<file path="config.mk">
export PLATFORM = sky130hd
export DESIGN_NAME = ising_chain_spin_update_unit
export DESIGN_NICKNAME = d
export VERILOG_FILES = /design/src/rtl/ics_pkg.sv /design/src/rtl/ics_ctrl.sv /design/src/rtl/ics_datapath.sv /design/src/rtl/ising_chain_spin_update_unit.sv
export SDC_FILE = /design/constraint.sdc
export NUM_CORES = 2
export LEC_CHECK = 0
export BUFFER_PORTS_ARGS = -buffer_cell sky130_fd_sc_hd__buf_2
export CORE_MARGIN = 1
export CORE_UTILIZATION = 30
export DETAILED_ROUTE_END_ITERATION = 7
export PLACE_DENSITY_LB_ADDON = 0.15
export SYNTH_ARGS = -nofsm -noshare
export SYNTH_HDL_FRONTEND = slang
export SYNTH_HIERARCHICAL = 1
export SYNTH_SLANG_ARGS = --single-unit
</file>
<file path="constraint.sdc">
create_clock -name clk_i -period 11.7 [get_ports clk_i]
set_input_delay 0.585 -clock clk_i [delete_from_list [all_inputs] [get_ports clk_i]]
set_output_delay 0.585 -clock clk_i [all_outputs]
set_load 0.05 [all_outputs]
</file>
<file path="src/rtl/ics_pkg.sv">
`default_nettype none
// ----------------------------------------------------------------------------
// ics_pkg: shared types and constants for the Ising chain spin update unit
// Word formats, register indexes, controller/datapath links, exp coefficients.
// ----------------------------------------------------------------------------
package ics_pkg;

  localparam int MAX_SPINS_DEF = 256;

  localparam logic [16:0] LOG2E_Q16 = 17'd94548;
  localparam logic [31:0] ONE_Q30   = 32'd1073741824;
  localparam logic [16:0] ONE_Q16   = 17'h10000;
  localparam logic [31:0] POLY_TOP  = 32'd165394;

  typedef enum logic [2:0] {
    CFG_USE_METRO  = 3'd0,
    CFG_SPIN_COUNT = 3'd1,
    CFG_COUPLING   = 3'd2,
    CFG_FIELD      = 3'd3,
    CFG_BETA       = 3'd4
  } cfg_idx_e;

  typedef struct packed {
    logic        mode;
    logic [7:0]  site;
    logic        spin_value;
    logic [15:0] random_draw;
  } in_word_t;

  typedef struct packed {
    logic [7:0]         site_out;
    logic               new_spin;
    logic               flipped;
    logic signed [19:0] energy_change;
  } out_word_t;

  typedef struct packed {
    logic clr_step;
    logic load_item;
    logic rd_center;
    logic rd_left;
    logic rd_right;
    logic cap_center;
    logic cap_left;
    logic cap_right;
    logic calc;
    logic mul_a;
    logic mul_y;
    logic exp_zero;
    logic poly_init;
    logic poly_step;
    logic exp_shift;
    logic div_init;
    logic div_step;
    logic decide;
  } dp_cmd_t;

  typedef struct packed {
    logic clr_last;
    logic in_range;
    logic is_update;
    logic use_metro;
    logic de_pos;
    logic k_big;
    logic poly_last;
    logic div_last;
    logic out_free;
  } dp_sts_t;

  // Horner order: c4, c3, c2, c1, c0, then one
  function automatic logic [31:0] poly_coef(input logic [2:0] idx);
    logic [31:0] c;
    case (idx)
      3'd0: c = 32'd1431680;
      3'd1: c = 32'd10327388;
      3'd2: c = 32'd59597083;
      3'd3: c = 32'd257941248;
      3'd4: c = 32'd744261118;
      default: c = ONE_Q30;
    endcase
    return c;
  endfunction

endpackage
`default_nettype wire

</file>
<file path="src/rtl/ics_ctrl.sv">
`default_nettype none
// ----------------------------------------------------------------------------
// ics_ctrl: sequencer for the spin update unit
// Walks clear pass, neighbor reads, exp evaluation, divide and write-back.
// ----------------------------------------------------------------------------
module ics_ctrl
  import ics_pkg::*;
(
  input  wire          clk_i,
  input  wire          rst_ni,
  input  wire          in_valid_i,
  output logic         in_ready_o,
  input  wire dp_sts_t sts_i,
  output dp_cmd_t      cmd_o
);

  typedef enum logic [14:0] {
    S_CLEAR    = 15'b000000000000001,
    S_IDLE     = 15'b000000000000010,
    S_RD_C     = 15'b000000000000100,
    S_RD_L     = 15'b000000000001000,
    S_RD_R     = 15'b000000000010000,
    S_RD_W     = 15'b000000000100000,
    S_CALC     = 15'b000000001000000,
    S_MUL_A    = 15'b000000010000000,
    S_MUL_Y    = 15'b000000100000000,
    S_EXP_CHK  = 15'b000001000000000,
    S_POLY     = 15'b000010000000000,
    S_SHIFT    = 15'b000100000000000,
    S_DIV_INIT = 15'b001000000000000,
    S_DIV      = 15'b010000000000000,
    S_DECIDE   = 15'b100000000000000
  } state_e;

  state_e state_q, state_d;

  always_ff @(posedge clk_i or negedge rst_ni) begin
    if (!rst_ni) begin
      state_q <= S_CLEAR;
    end else begin
      state_q <= state_d;
    end
  end

  always_comb begin
    state_d    = state_q;
    cmd_o      = '0;
    in_ready_o = 1'b0;
    case (state_q)
      S_CLEAR: begin
        cmd_o.clr_step = 1'b1;
        if (sts_i.clr_last) state_d = S_IDLE;
      end
      S_IDLE: begin
        in_ready_o = 1'b1;
        if (in_valid_i) begin
          cmd_o.load_item = 1'b1;
          state_d = S_RD_C;
        end
      end
      S_RD_C: begin
        cmd_o.rd_center = 1'b1;
        state_d = S_RD_L;
      end
      S_RD_L: begin
        cmd_o.rd_left    = 1'b1;
        cmd_o.cap_center = 1'b1;
        state_d = S_RD_R;
      end
      S_RD_R: begin
        cmd_o.rd_right = 1'b1;
        cmd_o.cap_left = 1'b1;
        state_d = S_RD_W;
      end
      S_RD_W: begin
        cmd_o.cap_right = 1'b1;
        state_d = S_CALC;
      end
      S_CALC: begin
        cmd_o.calc = 1'b1;
        if (!sts_i.in_range || !sts_i.is_update) begin
          state_d = S_DECIDE;
        end else if (sts_i.use_metro && !sts_i.de_pos) begin
          state_d = S_DECIDE;
        end else begin
          state_d = S_MUL_A;
        end
      end
      S_MUL_A: begin
        cmd_o.mul_a = 1'b1;
        state_d = S_MUL_Y;
      end
      S_MUL_Y: begin
        cmd_o.mul_y = 1'b1;
        state_d = S_EXP_CHK;
      end
      S_EXP_CHK: begin
        if (sts_i.k_big) begin
          cmd_o.exp_zero = 1'b1;
          state_d = sts_i.use_metro ? S_DECIDE : S_DIV_INIT;
        end else begin
          cmd_o.poly_init = 1'b1;
          state_d = S_POLY;
        end
      end
      S_POLY: begin
        cmd_o.poly_step = 1'b1;
        if (sts_i.poly_last) state_d = S_SHIFT;
      end
      S_SHIFT: begin
        cmd_o.exp_shift = 1'b1;
        state_d = sts_i.use_metro ? S_DECIDE : S_DIV_INIT;
      end
      S_DIV_INIT: begin
        cmd_o.div_init = 1'b1;
        state_d = S_DIV;
      end
      S_DIV: begin
        cmd_o.div_step = 1'b1;
        if (sts_i.div_last) state_d = S_DECIDE;
      end
      S_DECIDE: begin
        if (sts_i.out_free) begin
          cmd_o.decide = 1'b1;
          state_d = S_IDLE;
        end
      end
      default: state_d = S_CLEAR;
    endcase
  end

endmodule
`default_nettype wire

</file>
<file path="src/rtl/ics_datapath.sv">
`default_nettype none
// ----------------------------------------------------------------------------
// ics_datapath: spin store, config registers and arithmetic
// Local field, exp(-x) by Horner, restoring divide, output register.
// ----------------------------------------------------------------------------
module ics_datapath
  import ics_pkg::*;
#(
  parameter int MAX_SPINS = MAX_SPINS_DEF
) (
  input  wire           clk_i,
  input  wire           rst_ni,
  input  wire dp_cmd_t  cmd_i,
  output dp_sts_t       sts_o,
  input  wire in_word_t in_word_i,
  input  wire           cfg_we_i,
  input  wire  [2:0]    cfg_idx_i,
  input  wire [15:0]    cfg_data_i,
  output logic          out_valid_o,
  input  wire           out_ready_i,
  output out_word_t     out_word_o
);

  localparam int AW = (MAX_SPINS > 1) ? $clog2(MAX_SPINS) : 1;
  localparam int NW = $clog2(MAX_SPINS + 1);
  localparam int CW = (NW > 9) ? NW : 9;

  logic        use_metro_q;
  logic [8:0]  spin_count_q;
  logic [15:0] coupling_q, field_q, beta_q;

  always_ff @(posedge clk_i or negedge rst_ni) begin
    if (!rst_ni) begin
      use_metro_q  <= 1'b1;
      spin_count_q <= 9'd256;
      coupling_q   <= 16'd4096;
      field_q      <= 16'd0;
      beta_q       <= 16'd4096;
    end else if (cfg_we_i) begin
      case (cfg_idx_e'(cfg_idx_i))
        CFG_USE_METRO:  use_metro_q  <= cfg_data_i[0];
        CFG_SPIN_COUNT: spin_count_q <= cfg_data_i[8:0];
        CFG_COUPLING:   coupling_q   <= cfg_data_i;
        CFG_FIELD:      field_q      <= cfg_data_i;
        CFG_BETA:       beta_q       <= cfg_data_i;
        default: ;
      endcase
    end
  end

  in_word_t item_q;
  always_ff @(posedge clk_i) begin
    if (cmd_i.load_item) item_q <= in_word_i;
  end

  // ring geometry
  logic [CW-1:0] sc_w, n_w, site_w, left_w, right_w;
  logic          in_range, in_store;
  always_comb begin
    sc_w = CW'(spin_count_q);
    if (sc_w < CW'(3)) begin
      n_w = CW'(3);
    end else if (sc_w > CW'(MAX_SPINS)) begin
      n_w = CW'(MAX_SPINS);
    end else begin
      n_w = sc_w;
    end
    site_w   = CW'(item_q.site);
    in_range = site_w < n_w;
    in_store = site_w < CW'(MAX_SPINS);
    left_w   = (site_w == '0) ? n_w - CW'(1) : site_w - CW'(1);
    right_w  = (site_w + CW'(1) == n_w) ? '0 : site_w + CW'(1);
  end

  // spin store
  logic          mem_q [MAX_SPINS];
  logic          rd_data_q;
  logic [AW-1:0] clr_cnt_q, raddr, waddr;
  logic          mem_we, mem_wdata, new_bit;

  always_comb begin
    raddr = AW'(site_w);
    if (cmd_i.rd_left)  raddr = AW'(left_w);
    if (cmd_i.rd_right) raddr = AW'(right_w);
    mem_we    = cmd_i.clr_step | (cmd_i.decide & in_range);
    waddr     = cmd_i.clr_step ? clr_cnt_q : AW'(site_w);
    mem_wdata = cmd_i.clr_step | new_bit;
  end

  always_ff @(posedge clk_i) begin
    if (mem_we) mem_q[waddr] <= mem_wdata;
    rd_data_q <= mem_q[raddr];
  end

  always_ff @(posedge clk_i or negedge rst_ni) begin
    if (!rst_ni) begin
      clr_cnt_q <= '0;
    end else if (cmd_i.clr_step) begin
      clr_cnt_q <= clr_cnt_q + AW'(1);
    end
  end

  logic old_q, left_q, right_q;
  always_ff @(posedge clk_i) begin
    if (cmd_i.cap_center) old_q   <= rd_data_q;
    if (cmd_i.cap_left)   left_q  <= rd_data_q;
    if (cmd_i.cap_right)  right_q <= rd_data_q;
  end

  // local field and energy change
  logic signed [17:0] j2, jn, local_d, local_q;
  logic signed [18:0] de_d, de_q;
  always_comb begin
    j2 = {coupling_q[15], coupling_q, 1'b0};
    if (left_q && right_q) begin
      jn = j2;
    end else if (!left_q && !right_q) begin
      jn = -j2;
    end else begin
      jn = '0;
    end
    local_d = jn + {{2{field_q[15]}}, field_q};
    de_d    = old_q ? {local_d, 1'b0} : -{local_d, 1'b0};
  end

  // exp(-a) and divide
  logic [16:0] abs_l;
  logic [17:0] m_w;
  logic [33:0] a_q;
  logic [50:0] y_prod;
  logic [26:0] y_q;
  logic [10:0] k_w;
  logic [15:0] f_w;
  logic [47:0] pm;
  logic [31:0] acc_q;
  logic [2:0]  poly_cnt_q;
  logic [4:0]  sh_w;
  logic [16:0] pe_q, quo_q;
  logic [17:0] d_q;
  logic [18:0] rem_q, rem_t;
  logic [4:0]  div_cnt_q;

  always_comb begin
    abs_l  = local_q[17] ? 17'(-local_q) : local_q[16:0];
    m_w    = use_metro_q ? de_q[17:0] : {abs_l, 1'b0};
    y_prod = 51'(a_q) * 51'(LOG2E_Q16);
    k_w    = y_q[26:16];
    f_w    = y_q[15:0];
    pm     = 48'(f_w) * 48'(acc_q);
    sh_w   = 5'd14 + k_w[4:0];
    rem_t  = {rem_q[17:0], 1'b0};
  end

  always_ff @(posedge clk_i) begin
    if (cmd_i.calc) begin
      local_q <= local_d;
      de_q    <= de_d;
    end
    if (cmd_i.mul_a)     a_q   <= 34'(beta_q) * 34'(m_w);
    if (cmd_i.mul_y)     y_q   <= y_prod[50:24];
    if (cmd_i.poly_init) acc_q <= POLY_TOP;
    if (cmd_i.poly_step) acc_q <= poly_coef(poly_cnt_q) - pm[47:16];
    if (cmd_i.exp_zero)  pe_q  <= '0;
    if (cmd_i.exp_shift) pe_q  <= 17'(acc_q >> sh_w);
    if (cmd_i.div_init) begin
      d_q   <= 18'(ONE_Q16) + 18'(pe_q);
      rem_q <= 19'h08000;
      quo_q <= '0;
    end
    if (cmd_i.div_step) begin
      if (rem_t >= {1'b0, d_q}) begin
        rem_q <= rem_t - {1'b0, d_q};
        quo_q <= {quo_q[15:0], 1'b1};
      end else begin
        rem_q <= rem_t;
        quo_q <= {quo_q[15:0], 1'b0};
      end
    end
  end

  always_ff @(posedge clk_i or negedge rst_ni) begin
    if (!rst_ni) begin
      poly_cnt_q <= '0;
      div_cnt_q  <= '0;
    end else begin
      if (cmd_i.poly_init) poly_cnt_q <= '0;
      else if (cmd_i.poly_step) poly_cnt_q <= poly_cnt_q + 3'd1;
      if (cmd_i.div_init) div_cnt_q <= '0;
      else if (cmd_i.div_step) div_cnt_q <= div_cnt_q + 5'd1;
    end
  end

  // decision
  logic [16:0] p_m, p_g, draw17;
  logic        flip;
  always_comb begin
    p_m    = (de_q > 0) ? pe_q : ONE_Q16;
    p_g    = local_q[17] ? ONE_Q16 - quo_q : quo_q;
    draw17 = {1'b0, item_q.random_draw};
    if (!in_range) begin
      new_bit = in_store & old_q;
    end else if (!item_q.mode) begin
      new_bit = item_q.spin_value;
    end else if (use_metro_q) begin
      new_bit = (draw17 <= p_m) ? ~old_q : old_q;
    end else begin
      new_bit = draw17 <= p_g;
    end
    flip = in_range && (new_bit != old_q);
  end

  out_word_t out_q;
  logic      out_valid_q;
  always_ff @(posedge clk_i or negedge rst_ni) begin
    if (!rst_ni) begin
      out_valid_q <= 1'b0;
    end else if (cmd_i.decide) begin
      out_valid_q <= 1'b1;
    end else if (out_ready_i) begin
      out_valid_q <= 1'b0;
    end
  end

  always_ff @(posedge clk_i) begin
    if (cmd_i.decide) begin
      out_q.site_out      <= item_q.site;
      out_q.new_spin      <= new_bit;
      out_q.flipped       <= flip;
      out_q.energy_change <= flip ? {de_q[18], de_q} : '0;
    end
  end

  assign out_valid_o = out_valid_q;
  assign out_word_o  = out_q;

  always_comb begin
    sts_o           = '0;
    sts_o.clr_last  = clr_cnt_q == AW'(MAX_SPINS - 1);
    sts_o.in_range  = in_range;
    sts_o.is_update = item_q.mode;
    sts_o.use_metro = use_metro_q;
    sts_o.de_pos    = de_d > 0;
    sts_o.k_big     = k_w >= 11'd17;
    sts_o.poly_last = poly_cnt_q == 3'd5;
    sts_o.div_last  = div_cnt_q == 5'd16;
    sts_o.out_free  = !out_valid_q || out_ready_i;
  end

`ifndef SYNTH
  a_no_overwrite: assert property (@(posedge clk_i) disable iff (!rst_ni)
    cmd_i.decide |-> (!out_valid_q || out_ready_i))
    else $error("result register overwritten");
  a_clr_excl: assert property (@(posedge clk_i) disable iff (!rst_ni)
    !(cmd_i.clr_step && (cmd_i.decide || cmd_i.load_item)))
    else $error("item handled during clear pass");
  a_flip_energy: assert property (@(posedge clk_i) disable iff (!rst_ni)
    (out_valid_q && !out_q.flipped) |-> (out_q.energy_change == '0))
    else $error("energy change without flip");
  a_div_len: assert property (@(posedge clk_i) disable iff (!rst_ni)
    cmd_i.div_step |-> (div_cnt_q <= 5'd16))
    else $error("divider overran");
`endif

endmodule
`default_nettype wire

</file>
<file path="src/rtl/ising_chain_spin_update_unit.sv">
`default_nettype none
// ----------------------------------------------------------------------------
// ising_chain_spin_update_unit: Metropolis / heat-bath step on a spin ring
// Usage:
//   in channel (in_valid_i/in_ready_o, in_word_i) takes one word per item:
//   a spin load or an update attempt at a site. out channel
//   (out_valid_o/out_ready_i, out_word_o) returns one word per item.
//   Config writes (cfg_we_i, cfg_idx_i, cfg_data_i) take effect at once;
//   write only while idle.
// Sequence, accept to result valid, set by the sequencer:
//   load, off-ring site, or downhill Metropolis move: reads, calc, decide;
//   Metropolis uphill: two multiplies, then early zero or Horner loop;
//   Gibbs: as uphill, then a 17-step restoring divide (6-step Horner loop).
//   One item in flight; the next item can be taken in the same cycle that
//   its result becomes valid.
// Reset: config returns to defaults and a clearing pass writes all MAX_SPINS
//   entries, setting every spin to +1; no word is taken until it ends.
// Receiver stall: the result waits in the output register; the next item
//   is accepted and processed up to its write-back, which waits for room.
// ----------------------------------------------------------------------------
module ising_chain_spin_update_unit
  import ics_pkg::*;
#(
  parameter int MAX_SPINS = MAX_SPINS_DEF
) (
  input  wire           clk_i,
  input  wire           rst_ni,
  input  wire           in_valid_i,
  output logic          in_ready_o,
  input  wire in_word_t in_word_i,
  output logic          out_valid_o,
  input  wire           out_ready_i,
  output out_word_t     out_word_o,
  input  wire           cfg_we_i,
  input  wire  [2:0]    cfg_idx_i,
  input  wire [15:0]    cfg_data_i
);

  dp_cmd_t cmd;
  dp_sts_t sts;

  ics_ctrl u_ctrl (
    .clk_i      (clk_i),
    .rst_ni     (rst_ni),
    .in_valid_i (in_valid_i),
    .in_ready_o (in_ready_o),
    .sts_i      (sts),
    .cmd_o      (cmd)
  );

  ics_datapath #(
    .MAX_SPINS (MAX_SPINS)
  ) u_dp (
    .clk_i       (clk_i),
    .rst_ni      (rst_ni),
    .cmd_i       (cmd),
    .sts_o       (sts),
    .in_word_i   (in_word_i),
    .cfg_we_i    (cfg_we_i),
    .cfg_idx_i   (cfg_idx_i),
    .cfg_data_i  (cfg_data_i),
    .out_valid_o (out_valid_o),
    .out_ready_i (out_ready_i),
    .out_word_o  (out_word_o)
  );

endmodule
`default_nettype wire
</file>
== After elaboration in Yosys (flattened, before gate mapping) ==
Memory sizes are Yosys's and may differ from the RTL's. A register that Yosys moved wholly into a read port is not among the register bits.
Cells that the tools add are included.

* Bits in registers: 348
* Bits in latches: 0
* Memory bits (writable): 256
* ROM bits: 0
* Logic and storage cells: 188
* Memories kept: 1

{| class="wikitable"
|+ Memories
! memory !! words !! bits a word !! rd ports !! clocked after memory_dff !! write ports !! line !! source
|-
| u_dp.mem_q || 256 || 1 || 1 || 1 || 1 || ics_datapath.sv:76 || <nowiki>logic mem_q [MAX_SPINS];</nowiki>
|}

* $add $sub $neg: 15
* $mul: 3
* Divide/modulo/power cells: 0
* $lt $le $gt $ge: 9
* Equal/unequal tests: 33
* Shift-type cells: 1
* Mux-type cells: 67
* Bitwise logic cells: 4
* Reduce and logical (&&, ||, !) cells: 25

{| class="wikitable"
|+ Operators with widths
! cell !! count
|-
| $pmux W15 S15 || 1
|-
| $pmux W31 S5 || 1
|-
| $mux W15 || 9
|-
| $mux W17 || 7
|-
| $mux W18 || 6
|-
| $mux W32 || 3
|-
| $mul A34 B15 Y49 const B || 1
|-
| $mul A16 B32 Y48 || 1
|-
| $mux W8 || 5
|-
| $gt A19 B1 Y1 const B || 2
|-
| $le A16 B17 Y1 || 2
|-
| $mul A16 B18 Y34 || 1
|-
| $shr A32 B5 Y17 || 1
|-
| $sub A32 B32 Y32 || 1
|-
| $mux W1 || 27
|-
| $ge A19 B18 Y1 || 1
|-
| $mux W19 || 1
|-
| $neg A19 Y19 || 1
|-
| $add A17 B17 Y18 const A || 1
|-
| $add A18 B18 Y18 || 1
|-
| $mux W9 || 2
|-
| $neg A17 Y18 || 1
|-
| $sub A18 B18 Y18 || 1
|-
| $neg A17 Y17 || 1
|-
| other kinds (48) || 79
|}

== Longest topological paths before layout ==
* Depth after elaboration: 13
* Gate-level depth with buffers: 40
* Gate-level depth less buffers: 39

== Cells and area by module ==
The synthesis kept the hierarchy.

{| class="wikitable"
|+ Modules (own cells, without submodules)
! module !! instances !! cells each !! area an instance (um^2) !! seq. area each (um^2)
|-
| ics_datapath || 1 || 6383 || 62931.6 || 17216.5
|-
| ics_ctrl || 1 || 119 || 1147.4 || 376.6
|}

== Worst setup path after synthesis ==
OpenSTA, ideal clock, no wires.

* Path type: flip-flop to flip-flop
* Start point: reg u_dp/local_q[0] (netlist name)
* End point: mem u_dp.mem_q[0] (data pin)
* Library setup time: 1.504 ns
* Data arrival time: 9.909 ns
* Required time: 10.196 ns
* Path slack: 0.287 ns
* Cell stages (with the launch flop): 22
* Buffers on the path: 2
* Period minus slack after synthesis: 11.413 ns
* Path through: edfxtp_1 clkbuf_1 nor2_1 nand4_1 nor4_1 nor2_1 clkbuf_1 nand2_1 ha_1 nor2b_1 o21a_1 o21a_1 o21a_1 o21a_1 o2111ai_1 a21o_1 a21oi_1 o311a_1 xnor2_1 o21ai_0 a21oi_1 o21bai_1

{| class="wikitable"
|+ RTL lines
! item !! line
|-
| end, declared || ics_datapath.sv:76
|}

== Worst setup path in the final report ==
* Start point: reg u_dp.y_q[4]
* End point: reg u_dp.acc_q[30] (data pin)

* Word-level cells in the longest chain between the ends: 3

{| class="wikitable"
|+ Ends and longest elaborated chain
! item !! line !! source
|-
| start, declared || ics_datapath.sv:131 || <nowiki>logic [26:0] y_q;</nowiki>
|-
| start signal, assigned || ics_datapath.sv:160 || <nowiki>if (cmd_i.mul_y) y_q <= y_prod[50:24];</nowiki>
|-
| $mul A16 B32 Y48 || ics_datapath.sv:149 || <nowiki>pm = 48'(f_w) * 48'(acc_q);</nowiki>
|-
| $sub A32 B32 Y32 || ics_datapath.sv:162 || <nowiki>if (cmd_i.poly_step) acc_q <= poly_coef(poly_cnt_q) - pm[47:16];</nowiki>
|-
| $mux W32 || ics_datapath.sv:162 ||
|-
| end signal, assigned || ics_datapath.sv:162 ||
|-
| end, declared || ics_datapath.sv:135 || <nowiki>logic [31:0] acc_q;</nowiki>
|}

No other way between the ends.
A chain may end at the register's enable or synchronous reset.

==> results.yml <==
placed_design:
  post_dp_cell_area_sq_um: 67730
  place_congestion: 0.8377
  dp_cells: 9208
  port_buffers: 80
  hpwl_mm: 141.3
final_layout:
  final_util_pct: 33.18
  drive_gt1_share_pct: 7.004
  multi_input_area_sq_um: 41590
  fin_nets: 7888
  nFillCells: 21820
  final-instance-count-excl-fill: 9361
  area_growth_syn_to_layout_pct: 9.842
  seqCellArea_sq_um: 17590
  stdcell_area_sq_um: 70380
timing:
  rsz0062_at_grt: "false"
  fin_crit_sh_pct: 86.49
  fin_tns_setup_ns: 0
  fmax_mhz: 98.82
  relSlewSlack_pct: 1.570
  finClkSkew_ns: 0.05892
  hold_viol_final: 0
  worst_pin_slew_ns: 1.476
  setup_viol: 0
  drv_slew: 0
  fin_crit_ns: 10.12
yosys:
  ys_warn_count: 6
  syn_avg_cell_area_sq_um: 9.856
  syn_inst: 6501
  syn_area_sq_um: 64070
  syn_nets: 7910
floorplan:
  coreArea_sq_um: 212100
  boundaryPins: 82
  fp.dieW_um: 464.1
  initial_core_util_pct: 30.21
  die_y_um: 464.1
  die_area_sq_um: 215400
  rows: 169
grt:
  grt_util_all_layers_pct: 17.78
  grt_pass1_vias: 48110
  grt_antenna_before_repair: 6
  grt_overflow: 0
  grt_first_pass_wirelength_mm: 294.9
  grt_max_degree: 257
clock_tree:
  insertion_delay_ns: 0.71
  root_buffer: "clkbuf_16"
  cts_buffer_depth: 3
  cts.clk_slew.worst_paths_ns: 0.06
  cts_buffers: 73
  cts_tree: "yes"
  cts_resized: 0
  cts.htree.levels: 3
  post-cts-setup-buffers: 0
  clock_sinks: 601
drt:
  wire_per_inst_um: 20.29
  viasPerCell: 4.840
  drc_errors: 1
  first_iter_violations: 2573
  detail-route-antenna-nets: 0
  drtPass1Iterations: 8
  drt-total-wl_mm: 189.9
  vias: 45300
power:
  peakVddDrop_uv: 541.8
  p_per_area_nw_per_um2: 197.5
  power_leakage_nw: 30.42
worst_hold_path:
  hold_class: "in2reg"
setup_path:
  worstPathRequired_ns: 12.10
  crit_end: "u_dp/acc_q[30]"
  reg2reg_depth: 38
  r2r_setup_slack_ns: 1.58
  crit_type: "reg2reg"
  slowest_stage: "a211oi_1"
  crit_arrival_ns: 10.52
  cp_common_cell: "fa_1"
  cp-end-kind: "register"
  cp_max_fo: 32
  cpPeakStageDelay_ns: 0.88
  rr_endpoint: "u_dp/acc_q[30]"
  worst_setup_path_start_kind: "register"
  startpoint: "u_dp/y_q[4]"
  reg2reg_from: "u_dp/y_q[4]"
status:
  status: "finished, violations left"
  violations: "DRC"
flow_run:
  maxCapViolCount: 0
[worst min-delay path by stage]
stage	from	endpoint	slack, ns	cells past startpoint
after global placement	u_dp/pe_q[10]	u_dp/d_q[10]	0.44	0
after floorplan	rst_ni	u_ctrl/state_q[10]	0.29	0
after CTS	in_word_i[23]	u_dp/item_q[23]	0.03	1
final	in_word_i[21]	u_dp/item_q[21]	0.09	1
after global routing	in_word_i[16]	u_dp/item_q[16]	0.05	1
after detailed placement	u_dp/pe_q[10]	u_dp/d_q[10]	0.45	0
[report_power, final]
group	total [mW]	internal, mW	switching [mW]
Combinational	8.39	3.56	4.83
Clock	2.37	1.33	1.04
Sequential	3.14	2.96	0.175
Total	13.9	7.86	6.05
[cell usage in the layout (no fill, tap or decap), types with 32 or more instances in the layout]
master,instances
a21o_1,56
nor3_1,55
buf_2,79
o21ai_0,171
nand2_1,876
dfrtp_1,85
edfxtp_1,510
clkbuf_16,73
fa_1,798
a31oi_1,47
mux2_2,65
or3_1,37
mux2i_1,47
buf_4,108
ha_1,561
and2_1,353
nor2b_1,52
nand3_1,83
a21oi_1,159
nor2_1,473
o21a_1,41
inv_1,1006
nand2b_1,32
xnor2_1,94
o31ai_1,33
xor2_1,104
nand4_1,32
[layer usage]
metal | wire [um] | GRT usage [%]
met4 | 3930 | 4.228
met2 | 91250 | 30.04
met5 | 8 | 0
met3 | 6215 | 1.594
met1 | 88490 | 24.45
[layout make-up]
class	count	share of cell area, %
Antenna cell	1	0.003556
Clock inverter	43	0.7805
Sequential cell	601	25.00
Clock buffer	92	2.740
Multi-Input combinational cell	4589	59.10
Tap cell	2821	5.015
Inverter	1009	5.381
Timing Repair Buffer	205	1.984
[registers in the layout, summed over array words and instances (netlist names), 9 cells and up]
| register | count |
|---|---|
| u_dp/y_q | 27 |
| u_dp/d_q | 18 |
| u_dp/mem_q | 256 |
| u_dp/quo_q | 17 |
| u_dp/coupling_q | 16 |
| u_dp/rem_q | 18 |
| u_dp/draw17 | 16 |
| u_dp/field_q | 16 |
| u_dp/out_word_o | 28 |
| u_dp/item_q | 9 |
| u_dp/a_q | 33 |
| u_dp/beta_q | 16 |
| u_dp/pe_q | 17 |
| u_dp/acc_q | 32 |
| u_dp/local_q | 18 |
| u_ctrl/state_q | 15 |
| u_dp/de_q | 17 |
| u_dp/sc_w | 9 |
[stage by stage]
stage	hold slack, ns	setup slack [ns]	power, mW
after floorplan	0.2894	0.2872	9.530
after global placement	0.4398	1.782	11.52
after detailed placement	0.4519	1.659	11.63
after CTS	0.03112	1.612	14.10
after global routing	0.05326	0.9968	15.29
final	0.09242	1.581	13.90
[worst max-delay path: cells and delay by family, from the launching register on]
family                   cells  cell delay (ns)
AO/OA/AOI/OAI               16             4.11
XOR/XNOR                     1             0.20
adder cells (fa/ha/maj)      8             3.73
buffers and inverters        5             0.47
flip-flops                   1             0.36
multiplexers                 1             0.15
AND/OR/NAND/NOR              7             0.83
[what timing repair did]
| action | in CTS | in global routing |
|---|---|---|
| setup endpoints to repair | 0 | 0 |
| endpoints found under the hold margin | 52 | 0 |
| hold buffers | 17 | 0 |
(Power assumes the default switching activity.)
